File: src/tlj_pkg.sv
// tlj_pkg: shared types and constants for the text line justifier
// payload structs, controller states, command and status bundles
// depends on nothing
package tlj_pkg;

    localparam int CFG_W = 5;
    localparam logic [CFG_W-1:0] CFG_RESET = 5'd20;
    localparam int CNT_W = 7;
    localparam logic [CNT_W-1:0] MAX_RESULTS = 7'd64;

    localparam logic [7:0] CH_HYPHEN  = 8'h2D;
    localparam logic [7:0] CH_SPACE   = 8'h20;
    localparam logic [7:0] CH_NEWLINE = 8'h0A;
    localparam logic [7:0] CH_TAB     = 8'h09;
    localparam logic [7:0] CH_CR      = 8'h0D;

    typedef struct packed {
        logic [7:0] text_byte;
        logic       end_of_text;
    } text_in_t;

    typedef struct packed {
        logic [7:0] out_char;
        logic       last_of_run;
        logic       text_done;
    } char_out_t;

    typedef enum logic [4:0] {
        S_IDLE,
        S_DECODE,
        S_CUT_CHECK,
        S_CUT_LINE,
        S_CUT_PIECE,
        S_CUT_HYPHEN,
        S_PLACE_START,
        S_PLACE_FIT,
        S_PLACE_SPACE,
        S_PLACE_COPY,
        S_FLUSH_START,
        S_FLUSH_NL,
        S_FLUSH_DIV,
        S_FLUSH_WALK,
        S_FLUSH_SPACE,
        S_END_CHECK,
        S_END_FLUSH,
        S_END_CLEAR,
        S_FINAL
    } state_t;

    typedef enum logic [2:0] {
        EM_NEWLINE,
        EM_HYPHEN,
        EM_SPACE,
        EM_WORD,
        EM_LINE
    } emit_sel_t;

    typedef struct packed {
        logic      latch_in;
        logic      append;
        logic      emit;
        emit_sel_t emit_sel;
        logic      set_emitted;
        logic      clr_emitted;
        logic      pop_word;
        logic      clr_word;
        logic      load_piece;
        logic      dec_piece;
        logic      flush_init;
        logic      div_step;
        logic      walk_adv;
        logic      load_sp;
        logic      dec_sp;
        logic      put_space;
        logic      put_word;
        logic      line_clear;
        logic      wc_inc;
        logic      finalize;
    } cmd_t;

    typedef struct packed {
        logic is_sep;
        logic end_flag;
        logic wl_zero;
        logic wl_gt_w;
        logic wc_zero;
        logic wc_gt1;
        logic fit_over;
        logic emitted;
        logic piece_zero;
        logic div_ge;
        logic walk_done;
        logic cur_is_space;
        logic sp_zero;
        logic pend_valid;
        logic can_emit;
        logic out_free;
    } status_t;

endpackage

File: src/tlj_datapath.sv
// tlj_datapath: word and line stores, counters, gap arithmetic, output staging
// depends on tlj_pkg
module tlj_datapath #(
    parameter int MAX_WIDTH = 20
) (
    input  logic                             clk,
    input  logic                             rst_n,
    input  logic                             cfg_valid,
    input  logic [tlj_pkg::CFG_W-1:0]        cfg_data,
    input  tlj_pkg::text_in_t                text_data,
    input  tlj_pkg::cmd_t                    cmd,
    output tlj_pkg::status_t                 status,
    output logic                             char_valid,
    input  logic                             char_ready,
    output tlj_pkg::char_out_t               char_data
);

    localparam int CW  = $clog2(MAX_WIDTH + 2);
    localparam int LIW = (MAX_WIDTH > 1) ? $clog2(MAX_WIDTH) : 1;
    localparam int WIW = $clog2(MAX_WIDTH + 1);
    localparam logic [tlj_pkg::CFG_W-1:0] MAX_W5 = tlj_pkg::CFG_W'(MAX_WIDTH);
    localparam logic [CW-1:0] MAX_CW = CW'(MAX_WIDTH);
    localparam logic [CW-1:0] WMAX_CW = CW'(MAX_WIDTH + 1);

    logic [tlj_pkg::CFG_W-1:0] width_reg;
    logic [7:0]                byte_reg;
    logic                      end_reg;
    logic [7:0]                word_mem [MAX_WIDTH+1];
    logic [7:0]                line_mem [MAX_WIDTH];
    logic [CW-1:0]             wl_reg;
    logic [CW-1:0]             ll_reg;
    logic [CW-1:0]             wc_reg;
    logic                      emitted_reg;
    logic [CW-1:0]             piece_reg;
    logic [CW-1:0]             idx_reg;
    logic [CW-1:0]             rem_reg;
    logic [CW-1:0]             base_reg;
    logic [CW-1:0]             sp_reg;
    logic [tlj_pkg::CNT_W-1:0] cnt_reg;
    logic                      pend_valid_reg;
    logic [7:0]                pend_char_reg;
    logic                      out_valid_reg;
    tlj_pkg::char_out_t        out_reg;

    logic [tlj_pkg::CFG_W-1:0] w5;
    logic [CW-1:0]             weff;
    logic [CW-1:0]             gaps;
    logic [CW-1:0]             letters;
    logic [CW-1:0]             total;
    logic [CW:0]               fit_sum;
    logic [7:0]                line_cur;
    logic [7:0]                emit_char;
    logic                      out_free;
    logic                      emit_live;

    // effective width, clamped into two to max
    always_comb
    begin
        if (width_reg < 5'd2)
            w5 = 5'd2;
        else if (width_reg > MAX_W5)
            w5 = MAX_W5;
        else
            w5 = width_reg;
        weff = CW'(w5);
    end

    assign gaps    = wc_reg - CW'(1);
    assign letters = ll_reg - gaps;

    always_comb
    begin
        total = (weff > letters) ? (weff - letters) : '0;
        if (total < gaps)
            total = gaps;
    end

    assign fit_sum  = {1'b0, ll_reg} + {1'b0, wl_reg} + (CW+1)'(1);
    assign line_cur = line_mem[idx_reg[LIW-1:0]];

    always_comb
    begin
        case (cmd.emit_sel)
            tlj_pkg::EM_NEWLINE: emit_char = tlj_pkg::CH_NEWLINE;
            tlj_pkg::EM_HYPHEN:  emit_char = tlj_pkg::CH_HYPHEN;
            tlj_pkg::EM_SPACE:   emit_char = tlj_pkg::CH_SPACE;
            tlj_pkg::EM_WORD:    emit_char = word_mem[0];
            tlj_pkg::EM_LINE:    emit_char = line_cur;
            default:             emit_char = tlj_pkg::CH_SPACE;
        endcase
    end

    assign out_free  = !out_valid_reg || char_ready;
    assign emit_live = cmd.emit && (cnt_reg < tlj_pkg::MAX_RESULTS);

    always_comb
    begin
        status.is_sep       = (byte_reg == tlj_pkg::CH_SPACE) || (byte_reg == tlj_pkg::CH_TAB)
                           || (byte_reg == tlj_pkg::CH_NEWLINE) || (byte_reg == tlj_pkg::CH_CR);
        status.end_flag     = end_reg;
        status.wl_zero      = (wl_reg == '0);
        status.wl_gt_w      = (wl_reg > weff);
        status.wc_zero      = (wc_reg == '0);
        status.wc_gt1       = (wc_reg > CW'(1));
        status.fit_over     = (fit_sum > {1'b0, weff});
        status.emitted      = emitted_reg;
        status.piece_zero   = (piece_reg == '0);
        status.div_ge       = (rem_reg >= gaps);
        status.walk_done    = (idx_reg >= ll_reg) || (idx_reg >= MAX_CW);
        status.cur_is_space = (line_cur == tlj_pkg::CH_SPACE);
        status.sp_zero      = (sp_reg == '0);
        status.pend_valid   = pend_valid_reg;
        status.can_emit     = (cnt_reg >= tlj_pkg::MAX_RESULTS) || !pend_valid_reg || out_free;
        status.out_free     = out_free;
    end

    // control and counter registers
    always_ff @(posedge clk or negedge rst_n)
    begin
        if (!rst_n)
        begin
            width_reg      <= tlj_pkg::CFG_RESET;
            wl_reg         <= '0;
            ll_reg         <= '0;
            wc_reg         <= '0;
            emitted_reg    <= 1'b0;
            cnt_reg        <= '0;
            pend_valid_reg <= 1'b0;
            out_valid_reg  <= 1'b0;
        end
        else
        begin
            if (cfg_valid)
                width_reg <= cfg_data;
            if (cmd.latch_in)
                cnt_reg <= '0;
            else if (emit_live)
                cnt_reg <= cnt_reg + tlj_pkg::CNT_W'(1);

            if (cmd.append && (wl_reg < WMAX_CW))
                wl_reg <= wl_reg + CW'(1);
            else if (cmd.pop_word)
                wl_reg <= wl_reg - CW'(1);
            else if (cmd.clr_word)
                wl_reg <= '0;

            if (cmd.line_clear)
            begin
                ll_reg <= '0;
                wc_reg <= '0;
            end
            else
            begin
                if ((cmd.put_space || cmd.put_word) && (ll_reg < MAX_CW))
                    ll_reg <= ll_reg + CW'(1);
                if (cmd.wc_inc)
                    wc_reg <= wc_reg + CW'(1);
            end

            if (cmd.set_emitted)
                emitted_reg <= 1'b1;
            else if (cmd.clr_emitted)
                emitted_reg <= 1'b0;

            if (out_valid_reg && char_ready)
                out_valid_reg <= 1'b0;
            if (emit_live)
            begin
                pend_valid_reg <= 1'b1;
                if (pend_valid_reg)
                    out_valid_reg <= 1'b1;
            end
            else if (cmd.finalize)
            begin
                pend_valid_reg <= 1'b0;
                out_valid_reg  <= 1'b1;
            end
        end
    end

    // payload registers
    always_ff @(posedge clk)
    begin
        if (cmd.latch_in)
        begin
            byte_reg <= text_data.text_byte;
            end_reg  <= text_data.end_of_text;
        end
        if (cmd.load_piece)
            piece_reg <= weff - CW'(1);
        else if (cmd.dec_piece)
            piece_reg <= piece_reg - CW'(1);

        if (cmd.flush_init)
        begin
            idx_reg  <= '0;
            rem_reg  <= total;
            base_reg <= '0;
        end
        else
        begin
            if (cmd.walk_adv)
                idx_reg <= idx_reg + CW'(1);
            if (cmd.div_step)
            begin
                rem_reg  <= rem_reg - gaps;
                base_reg <= base_reg + CW'(1);
            end
            else if (cmd.load_sp && (rem_reg != '0))
                rem_reg <= rem_reg - CW'(1);
        end

        if (cmd.load_sp)
            sp_reg <= base_reg + ((rem_reg != '0) ? CW'(1) : CW'(0));
        else if (cmd.dec_sp)
            sp_reg <= sp_reg - CW'(1);

        if (emit_live)
        begin
            pend_char_reg <= emit_char;
            if (pend_valid_reg)
            begin
                out_reg.out_char    <= pend_char_reg;
                out_reg.last_of_run <= 1'b0;
                out_reg.text_done   <= 1'b0;
            end
        end
        else if (cmd.finalize)
        begin
            out_reg.out_char    <= pend_char_reg;
            out_reg.last_of_run <= 1'b1;
            out_reg.text_done   <= end_reg;
        end
    end

    // word store: append at the tail, pop from the front
    always_ff @(posedge clk)
    begin
        if (cmd.append && (wl_reg < WMAX_CW))
            word_mem[wl_reg[WIW-1:0]] <= byte_reg;
        else if (cmd.pop_word)
        begin
            for (int j = 0; j < MAX_WIDTH; j++)
                word_mem[j] <= word_mem[j+1];
        end
    end

    // line store: words joined by single spaces
    always_ff @(posedge clk)
    begin
        if ((cmd.put_space || cmd.put_word) && (ll_reg < MAX_CW))
            line_mem[ll_reg[LIW-1:0]] <= cmd.put_space ? tlj_pkg::CH_SPACE : word_mem[0];
    end

    assign char_valid = out_valid_reg;
    assign char_data  = out_reg;

endmodule

File: src/tlj_ctrl.sv
// tlj_ctrl: sequencer for word placement, long-word cuts and line flushes
// depends on tlj_pkg
module tlj_ctrl (
    input  logic              clk,
    input  logic              rst_n,
    input  logic              text_valid,
    output logic              text_ready,
    input  tlj_pkg::status_t  status,
    output tlj_pkg::cmd_t     cmd
);

    tlj_pkg::state_t state_reg, state_next;
    tlj_pkg::state_t ret_reg, ret_next;
    logic            in_place_reg, in_place_next;
    logic            end_phase_reg, end_phase_next;
    logic            justify;
    tlj_pkg::state_t place_ret;

    assign justify   = (ret_reg != tlj_pkg::S_END_CLEAR) && status.wc_gt1;
    assign place_ret = end_phase_reg ? tlj_pkg::S_END_FLUSH : tlj_pkg::S_END_CHECK;

    always_ff @(posedge clk or negedge rst_n)
    begin
        if (!rst_n)
        begin
            state_reg     <= tlj_pkg::S_IDLE;
            ret_reg       <= tlj_pkg::S_IDLE;
            in_place_reg  <= 1'b0;
            end_phase_reg <= 1'b0;
        end
        else
        begin
            state_reg     <= state_next;
            ret_reg       <= ret_next;
            in_place_reg  <= in_place_next;
            end_phase_reg <= end_phase_next;
        end
    end

    always_comb
    begin
        state_next     = state_reg;
        ret_next       = ret_reg;
        in_place_next  = in_place_reg;
        end_phase_next = end_phase_reg;
        cmd            = '0;
        cmd.emit_sel   = tlj_pkg::EM_SPACE;
        text_ready     = 1'b0;
        case (state_reg)
            tlj_pkg::S_IDLE:
            begin
                text_ready = 1'b1;
                if (text_valid)
                begin
                    cmd.latch_in = 1'b1;
                    state_next   = tlj_pkg::S_DECODE;
                end
            end
            tlj_pkg::S_DECODE:
            begin
                end_phase_next = 1'b0;
                if (status.is_sep)
                    state_next = tlj_pkg::S_PLACE_START;
                else
                begin
                    cmd.append    = 1'b1;
                    in_place_next = 1'b0;
                    state_next    = tlj_pkg::S_CUT_CHECK;
                end
            end
            tlj_pkg::S_CUT_CHECK:
            begin
                if (status.wl_gt_w)
                begin
                    ret_next   = tlj_pkg::S_CUT_LINE;
                    state_next = tlj_pkg::S_FLUSH_START;
                end
                else
                    state_next = in_place_reg ? tlj_pkg::S_PLACE_FIT : tlj_pkg::S_END_CHECK;
            end
            tlj_pkg::S_CUT_LINE:
            begin
                if (!status.emitted || status.can_emit)
                begin
                    cmd.emit        = status.emitted;
                    cmd.emit_sel    = tlj_pkg::EM_NEWLINE;
                    cmd.set_emitted = 1'b1;
                    cmd.load_piece  = 1'b1;
                    state_next      = tlj_pkg::S_CUT_PIECE;
                end
            end
            tlj_pkg::S_CUT_PIECE:
            begin
                if (status.piece_zero)
                    state_next = tlj_pkg::S_CUT_HYPHEN;
                else if (status.can_emit)
                begin
                    cmd.emit      = 1'b1;
                    cmd.emit_sel  = tlj_pkg::EM_WORD;
                    cmd.pop_word  = 1'b1;
                    cmd.dec_piece = 1'b1;
                end
            end
            tlj_pkg::S_CUT_HYPHEN:
            begin
                if (status.can_emit)
                begin
                    cmd.emit     = 1'b1;
                    cmd.emit_sel = tlj_pkg::EM_HYPHEN;
                    state_next   = tlj_pkg::S_CUT_CHECK;
                end
            end
            tlj_pkg::S_PLACE_START:
            begin
                if (status.wl_zero)
                    state_next = place_ret;
                else
                begin
                    in_place_next = 1'b1;
                    state_next    = tlj_pkg::S_CUT_CHECK;
                end
            end
            tlj_pkg::S_PLACE_FIT:
            begin
                if (!status.wc_zero && status.fit_over)
                begin
                    ret_next   = tlj_pkg::S_PLACE_SPACE;
                    state_next = tlj_pkg::S_FLUSH_START;
                end
                else
                    state_next = tlj_pkg::S_PLACE_SPACE;
            end
            tlj_pkg::S_PLACE_SPACE:
            begin
                cmd.put_space = !status.wc_zero;
                state_next    = tlj_pkg::S_PLACE_COPY;
            end
            tlj_pkg::S_PLACE_COPY:
            begin
                if (status.wl_zero)
                begin
                    cmd.wc_inc = 1'b1;
                    state_next = place_ret;
                end
                else
                begin
                    cmd.put_word = 1'b1;
                    cmd.pop_word = 1'b1;
                end
            end
            tlj_pkg::S_FLUSH_START:
            begin
                if (status.wc_zero)
                    state_next = ret_reg;
                else
                    state_next = tlj_pkg::S_FLUSH_NL;
            end
            tlj_pkg::S_FLUSH_NL:
            begin
                if (!status.emitted || status.can_emit)
                begin
                    cmd.emit        = status.emitted;
                    cmd.emit_sel    = tlj_pkg::EM_NEWLINE;
                    cmd.set_emitted = 1'b1;
                    cmd.flush_init  = 1'b1;
                    state_next      = justify ? tlj_pkg::S_FLUSH_DIV : tlj_pkg::S_FLUSH_WALK;
                end
            end
            tlj_pkg::S_FLUSH_DIV:
            begin
                if (status.div_ge)
                    cmd.div_step = 1'b1;
                else
                    state_next = tlj_pkg::S_FLUSH_WALK;
            end
            tlj_pkg::S_FLUSH_WALK:
            begin
                if (status.walk_done)
                begin
                    cmd.line_clear = 1'b1;
                    state_next     = ret_reg;
                end
                else if (justify && status.cur_is_space)
                begin
                    cmd.load_sp = 1'b1;
                    state_next  = tlj_pkg::S_FLUSH_SPACE;
                end
                else if (status.can_emit)
                begin
                    cmd.emit     = 1'b1;
                    cmd.emit_sel = tlj_pkg::EM_LINE;
                    cmd.walk_adv = 1'b1;
                end
            end
            tlj_pkg::S_FLUSH_SPACE:
            begin
                if (status.sp_zero)
                begin
                    cmd.walk_adv = 1'b1;
                    state_next   = tlj_pkg::S_FLUSH_WALK;
                end
                else if (status.can_emit)
                begin
                    cmd.emit     = 1'b1;
                    cmd.emit_sel = tlj_pkg::EM_SPACE;
                    cmd.dec_sp   = 1'b1;
                end
            end
            tlj_pkg::S_END_CHECK:
            begin
                if (status.end_flag)
                begin
                    end_phase_next = 1'b1;
                    state_next     = tlj_pkg::S_PLACE_START;
                end
                else
                    state_next = tlj_pkg::S_FINAL;
            end
            tlj_pkg::S_END_FLUSH:
            begin
                ret_next   = tlj_pkg::S_END_CLEAR;
                state_next = tlj_pkg::S_FLUSH_START;
            end
            tlj_pkg::S_END_CLEAR:
            begin
                cmd.clr_emitted = 1'b1;
                cmd.clr_word    = 1'b1;
                state_next      = tlj_pkg::S_FINAL;
            end
            tlj_pkg::S_FINAL:
            begin
                if (!status.pend_valid)
                    state_next = tlj_pkg::S_IDLE;
                else if (status.out_free)
                begin
                    cmd.finalize = 1'b1;
                    state_next   = tlj_pkg::S_IDLE;
                end
            end
            default:
            begin
                state_next = tlj_pkg::S_IDLE;
            end
        endcase
    end

endmodule

File: src/text_line_justifier.sv
// text_line_justifier: greedy line packing with justification and hyphenation
// a plain letter byte passes through idle, decode, cut check, end check and final before the next is taken
// a byte that closes a line also walks each line column or space and each division step
// throughput: one byte at a time, set by the sequencer walking the line and word stores
// reset: rst_n asynchronous active low clears the control counters and flags, width returns to 20
// depends on tlj_pkg, tlj_ctrl, tlj_datapath
module text_line_justifier #(
    parameter int MAX_WIDTH = 20
) (
    input  logic                       clk,
    input  logic                       rst_n,
    // text input, one byte per transaction
    input  logic                       text_valid,
    output logic                       text_ready,
    input  tlj_pkg::text_in_t          text_data,
    // formatted characters out
    output logic                       char_valid,
    input  logic                       char_ready,
    output tlj_pkg::char_out_t         char_data,
    // line width register write
    input  logic                       cfg_valid,
    output logic                       cfg_ready,
    input  logic [tlj_pkg::CFG_W-1:0]  cfg_data
);

    tlj_pkg::cmd_t    cmd;
    tlj_pkg::status_t status;

    // width writes must arrive only while idle; the block does not enforce it and always takes them
    assign cfg_ready = 1'b1;

    // sequencer: decides which store to walk and when to emit
    tlj_ctrl u_ctrl (
        .clk        (clk),
        .rst_n      (rst_n),
        .text_valid (text_valid),
        .text_ready (text_ready),
        .status     (status),
        .cmd        (cmd)
    );

    // stores, counters and a pending/output pair that marks the last character
    tlj_datapath #(
        .MAX_WIDTH (MAX_WIDTH)
    ) u_datapath (
        .clk        (clk),
        .rst_n      (rst_n),
        .cfg_valid  (cfg_valid),
        .cfg_data   (cfg_data),
        .text_data  (text_data),
        .cmd        (cmd),
        .status     (status),
        .char_valid (char_valid),
        .char_ready (char_ready),
        .char_data  (char_data)
    );

endmodule

File: config.mk
export PLATFORM = sky130hd
export DESIGN_NAME = text_line_justifier
export DESIGN_NICKNAME = d
export VERILOG_FILES = /design/src/tlj_pkg.sv /design/src/tlj_datapath.sv /design/src/tlj_ctrl.sv /design/src/text_line_justifier.sv
export SDC_FILE = /design/constraint.sdc
export NUM_CORES = 1
export LEC_CHECK = 0
export ABC_CLOCK_PERIOD_IN_PS = 5600
export CAP_MARGIN = 30
export CORE_MARGIN = 2
export CORE_UTILIZATION = 57
export DETAILED_ROUTE_END_ITERATION = 10
export DONT_BUFFER_PORTS = 1
export PLACE_DENSITY = 0.72
export SETUP_SLACK_MARGIN = 0.15
export SYNTH_ARGS = -nofsm -noshare
export SYNTH_HDL_FRONTEND = slang
export SYNTH_SLANG_ARGS = --single-unit
File: constraint.sdc
create_clock -name clk -period 5.6 [get_ports clk]
set_input_delay 0.56 -clock clk [delete_from_list [all_inputs] [get_ports clk]]
set_output_delay 0.56 -clock clk [all_outputs]
set_load 0.05 [all_outputs]
Yosys cells after proc, flatten, opt, wreduce, memory -nomap -nowiden
Memories as Yosys holds them, arrays and structs flattened. A register that Yosys moved wholly into a read port is not among the register bits. Index checks and enable logic that the tools add are counted.

Flip-flop bits (word level): 94. Memory bits (writable): 328. Input bits: 19. Output and inout bits: 13. Memories kept: 2.

Memory list: u_datapath.word_mem (words 21, bits a word 8, read ports 21, clocked after Yosys merged registers in 0, write ports 20, RTL line tlj_datapath.sv:28) `logic [7:0] word_mem [MAX_WIDTH+1];`; u_datapath.line_mem (words 20, bits a word 8, read ports 1, clocked after Yosys merged registers in 1, write ports 1, RTL line tlj_datapath.sv:29) `logic [7:0] line_mem [MAX_WIDTH];`.

$add $sub $neg: 18. Magnitude comparators: 14. Equal/unequal tests: 43. Mux-type cells: 120. Reductions and logical operators: 47.

Operators with widths (number): 5-bit two-way mux (41); 5-bit one-hot mux with 19 select lines (1); 1-bit two-way mux (52); 5-bit by 4-bit equality test with 1-bit output, second input constant (8); 4-bit two-way mux (9); 8-bit one-hot mux with 4 select lines (1); 10-bit two-way mux (3); 5-bit by 1-bit subtractor with 5-bit output, second input constant (6); 5-bit by 1-bit adder with 5-bit output, second input constant (5); 5-bit logical NOT (5); 8-bit by 4-bit equality test with 1-bit output, second input constant (3); 5-bit by 3-bit equality test with 1-bit output, second input constant (4); 4-bit one-hot mux with 5 select lines (1); 2-bit nonzero test (9); 8-bit by 6-bit equality test with 1-bit output, second input constant (2); 8-bit two-way mux (2); 2-bit inequality test, second input constant (8); 5-bit equality test, second input constant (3); 5-bit one-hot mux with 3 select lines (1); 5-bit subtractor (3); 7-bit two-way mux (2); 2-bit by 1-bit inequality test with 1-bit output, second input constant (6); 5-bit by 2-bit equality test with 1-bit output, second input constant (2); 5-bit >= comparator (2); other kinds (35) (63).

Logic depth before layout (Yosys ltp)
Depth after elaboration: 11. Mapped depth: 21.

Modules after synthesis
A second synthesis with hierarchy kept.

Cells, all modules: 1484. Area total of the unflattened synthesis: 19767.7 um^2.

Modules (own cells, without submodules): tlj_datapath (instances 1, cells an instance 1309, area each 18467.7 um^2, sequential area each 12164.2 um^2); tlj_ctrl (instances 1, cells an instance 173, area each 1288.7 um^2, sequential area each 275.3 um^2); text_line_justifier (instances 1, cells an instance 2, area each 11.3 um^2, sequential area each 0.0 um^2).

Worst setup path after synthesis
OpenSTA, ideal clock, no wires.

Path kind: register to register. Start point: register u_datapath.wc_reg[0]. End point: register u_datapath.rem_reg[0] (data pin). Setup time: 146 ps. Arrival: 4480 ps. Required time: 5454 ps. Path slack: 974 ps. Cell stages (with the launch flop): 22. Buffers on the path: 2. Period minus slack after synthesis: 4626 ps. Cells stage by stage: dfrtp_1 -> clkbuf_1 -> inv_1 -> ha_1 -> clkbuf_1 -> xor2_1 -> ha_1 -> a21o_1 -> a21oi_1 -> maj3_1 -> xnor2_1 -> ha_1 -> o21a_1 -> o22a_1 -> and3b_1 -> ha_1 -> a21o_1 -> a21oi_1 -> o21a_1 -> a31oi_1 -> mux2_2 -> a21oi_1.

Word-level cells in the longest chain between the ends: 7.

Ends and longest elaborated chain: from (decl) (RTL line tlj_datapath.sv:32) `logic [CW-1:0] wc_reg;`; from (signal assigned) (RTL line tlj_datapath.sv:157) `wc_reg <= wc_reg + CW'(1);`; 5-bit by 1-bit subtractor with 5-bit output * (RTL line tlj_datapath.sv:68) `assign gaps = wc_reg - CW'(1);`; 5-bit subtractor (RTL line tlj_datapath.sv:69) `assign letters = ll_reg - gaps;`; 5-bit subtractor / 5-bit greater-than comparator (equally long branches) (RTL line tlj_datapath.sv:73) `total = (weff > letters) ? (weff - letters) : '0;`; 5-bit two-way mux (RTL line tlj_datapath.sv:73); 5-bit < comparator (RTL line tlj_datapath.sv:74) `if (total < gaps)`; 5-bit two-way mux (RTL line tlj_datapath.sv:74); 5-bit two-way mux * (RTL line tlj_datapath.sv:194) `if (cmd.flush_init)`; to (signal assigned) (RTL line tlj_datapath.sv:197) `rem_reg <= total;`; to (signal assigned) (RTL line tlj_datapath.sv:206) `rem_reg <= rem_reg - gaps;`; to (signal assigned) (RTL line tlj_datapath.sv:210) `rem_reg <= rem_reg - CW'(1);`; to (decl) (RTL line tlj_datapath.sv:36) `logic [CW-1:0] rem_reg;`.

Mark *: on every way between the ends. The rest lies on a longest branch, timed or not. A chain may end at the register's enable or synchronous reset.

Worst setup path in the final report
Ends and elaborated chain as after synthesis.

==> impl_metrics.py <==
metrics = {
    "status": {
        "status": "complete, no violations",
    },
    "logic_synthesis": {
        "synth_edf_count": 370,
        "ys_ff_latch": 426,
        "syn-cell-area_um2": 19460,
        "seq_area_frac_synth_pct": 63.93,
        "syn_avg_cell_area_um2": 12.32,
        "synth_cell_types": 87,
        "yosys_warnings": 0,
        "syn-num-nets": 1658,
        "async_flop_share_pct": 9.624,
        "synthFlopType": "edfxtp_1",
        "synthCells": 1580,
    },
    "final_layout": {
        "fillers": 2492,
        "drive_gt1_share_pct": 10.32,
        "stdcell_count": 2066,
        "multi_input_area_um2": 6487,
        "regArea_um2": 12440,
        "diodes": 0,
        "area_growth_pct": 10.13,
        "nets": 1661,
        "largest_reg_flops": 168,
        "regMostFlops": "u_datapath.word_mem",
    },
    "placed_design": {
        "gp_congestion": 0.9166,
        "dp_cells": 1983,
        "place_hpwl_mm": 27.67,
        "post-place-ws_ns": 0.7042,
        "port_buffers": 0,
    },
    "worst_hold_path": {
        "hold_path.class": "in -> reg",
    },
    "floorplanning": {
        "coreArea_um2": 33620,
        "start_util_pct": 57.89,
        "row_count": 67,
        "boundaryPins": 32,
        "fp.dieH_um": 188.8,
        "die_w_um": 188.8,
        "dieArea_um2": 35630,
    },
    "global_route": {
        "antenna_found_initial": 1,
        "groute.usage.overall_pct": 23.59,
        "grt_max_degree": 91,
        "grt_pass1_wl_mm": 65.85,
        "overflow": 0,
        "grt_pass1_vias": 12090,
    },
    "power_and_ir_drop": {
        "power.density_nw_per_um2": 539.4,
        "power.leakage_uw": 0.007987,
        "power_uw": 11560,
        "ir_drop_v": 0.0003304,
    },
    "sta": {
        "setup_ws_ns": 0.6727,
        "max-slew-margin-rel_pct": 34.23,
        "fin_crit_ns": 4.927,
        "rsz0062_at_grt": "false",
        "finalHoldViolations": 0,
        "tns_ns": 0,
        "worstMarginPinSlew_ns": 0.9790,
        "period_share_pct": 87.99,
        "final-setup-viol-count": 0,
        "slew_viol_final": 0,
        "skew_ns": 0.03048,
        "clock.fmax_ghz": 0.2030,
        "hold_ws_ns": 0.06389,
    },
    "clock_network": {
        "ctsHoldBuffers": 2,
        "clock_path_buffers": 3,
        "htree_levels": 2,
        "cts_setup_buffers": 0,
        "ctsResizeCount": 0,
        "cts-buffers-inserted": 44,
        "cts_tree": "built",
        "clock-sinks": 426,
        "cts.root.buffer_cell": "clkbuf_16",
        "clk_latency_ns": 0.56,
        "path_clk_slew_ns": 0.06,
    },
    "drt": {
        "routed_wl_mm": 40.74,
        "vias_per_cell": 5.985,
        "vias": 12370,
        "dr.pass1.iters": 7,
        "drtIter0Drc": 1277,
        "drtAntennaViolNets": 0,
        "drc": 0,
        "routedWlPerCell_um": 19.72,
    },
    "critical_path": {
        "slowest_delay_ns": 0.55,
        "startpoint_type": "register",
        "path_delay_family": "adder cells",
        "critPathArrivalTime_ns": 5.33,
        "cp_slowest_cell": "ha_1",
        "crit_buf_inv": 1,
        "critPathMaxFanout": 10,
        "crit_required_ns": 6.01,
        "worst-setup-path-type": "reg -> reg",
        "crit_chain": "inv_1 > ha_1 > xor2_1 > ha_1 > a21o_1 > a21oi_1 > maj3_1 > xnor2_1 > ha_1 > o21a_1 > o22a_1 > and3b_1 > ha_1 > a21o_1 > a21oi_1 > o21a_1 > a31oi_1 > mux2_2 > a21oi_1",
        "crit_top_cell": "ha_1",
        "critPathCaptureType": "register",
    },
    "job": {
        "drv_cap": 0,
    },
}
## where the power goes
part	total (µW)	internal, µW	switching (µW)
registers	5130	4640	496
logic	3500	1220	2280
clock network	2930	1740	1190
total	11600	7600	3960
## path summary, 6_finish.rpt
| kind | from | end | slack [ns] | cells after the start |
|---|---|---|---|---|
| worst max register to register | u_datapath.wc_reg[0]$_DFFE_PN0P_ | u_datapath.rem_reg[0]$_DFFE_PP_ | 0.67 | 19 |
| worst min-delay path | cfg_valid | u_datapath.width_reg[4]$_DFFE_PN1P_ | 0.06 | 1 |
| worst max-delay path | u_datapath.wc_reg[0]$_DFFE_PN0P_ | u_datapath.rem_reg[0]$_DFFE_PP_ | 0.67 | 19 |
| max in group asynchronous | rst_n | u_datapath.width_reg[2]$_DFFE_PN1P_ | 4.83 | 2 |
| min in group asynchronous | rst_n | u_datapath.cnt_reg[4]$_DFFE_PN0P_ | 0.50 | 2 |
| worst min register to register | u_datapath.pend_char_reg[7]$_DFFE_PP_ | u_datapath.char_data[9]$_DFFE_PP_ | 0.42 | 0 |
## kinds of logic (layout without fill, tap and decap cells)
logic type / count (synthesis) / in the layout / share of synthesized area [%]
adders and majority gates: 63 / 63 / 4.077
xor gates and xnor gates: 39 / 39 / 1.755
other: 1 / 1 / 0.01927
buffers and inverters: 133 / 171 / 2.771
AOI/OAI and AO/OA: 208 / 208 / 7.240
muxes: 66 / 66 / 5.948
DFF: 426 / 426 / 63.93
and+or+nand+nor: 644 / 644 / 14.26
## layout make-up
type | count | area share [%]
Tap cell | 448 | 2.616
Timing Repair Buffer | 35 | 1.302
Sequential cell | 426 | 58.06
Clock inverter | 20 | 1.016
Clock buffer | 61 | 5.774
Multi-Input combinational cell | 1021 | 30.27
Inverter | 55 | 0.9633
## cells in the mapped netlist, types with 15 or more instances
cell type	number	area, µm²
a21oi_1	45	225.2
clkbuf_1	62	232.7
dfrtp_1	39	975.9
dfxtp_1	15	300.3
edfxtp_1	370	11110
ha_1	57	713.2
inv_1	53	198.9
mux2i_1	20	200.2
mux4_2	39	878.3
nand2_1	420	1577
nand3_1	32	160.2
nor2_1	87	326.6
nor3_1	18	90.09
o21ai_0	48	240.2
xnor2_1	24	210.2
xor2_1	15	131.4
## layer usage
metal	track usage, %	up-vias	share of wire [%]
li1	-	5713	-
met1	33.45	6151	43
met2	38.25	430	47
met3	4.172	70	7.6
met4	5.950	2	2.0
met5	0	-	0.037
## per-stage QoR
stage / area [µm²] / utilization (%)
after floorplan: 19460 / -
after global placement: 19860 / 59.08
after detailed placement: 19940 / 59.31
after CTS: 21430 / 63.75
after global routing: 21430 / 63.75
final: 21430 / 63.75
## placed cells by master, fill, tap and decap left out, types with 13 or more instances in the layout
cell type	instances
xnor2_1	24
inv_1	53
mux2i_1	20
clkbuf_16	46
edfxtp_1	370
a22oi_1	14
nor3_1	18
dfxtp_1	13
nand2_1	419
nand3_1	32
and2_1	13
dfrtp_1	39
nor2_1	87
buf_4	19
xor2_1	15
ha_1	57
mux4_2	39
a21oi_1	45
o21ai_0	48
Note: power is estimated with default switching activity, not from simulation.
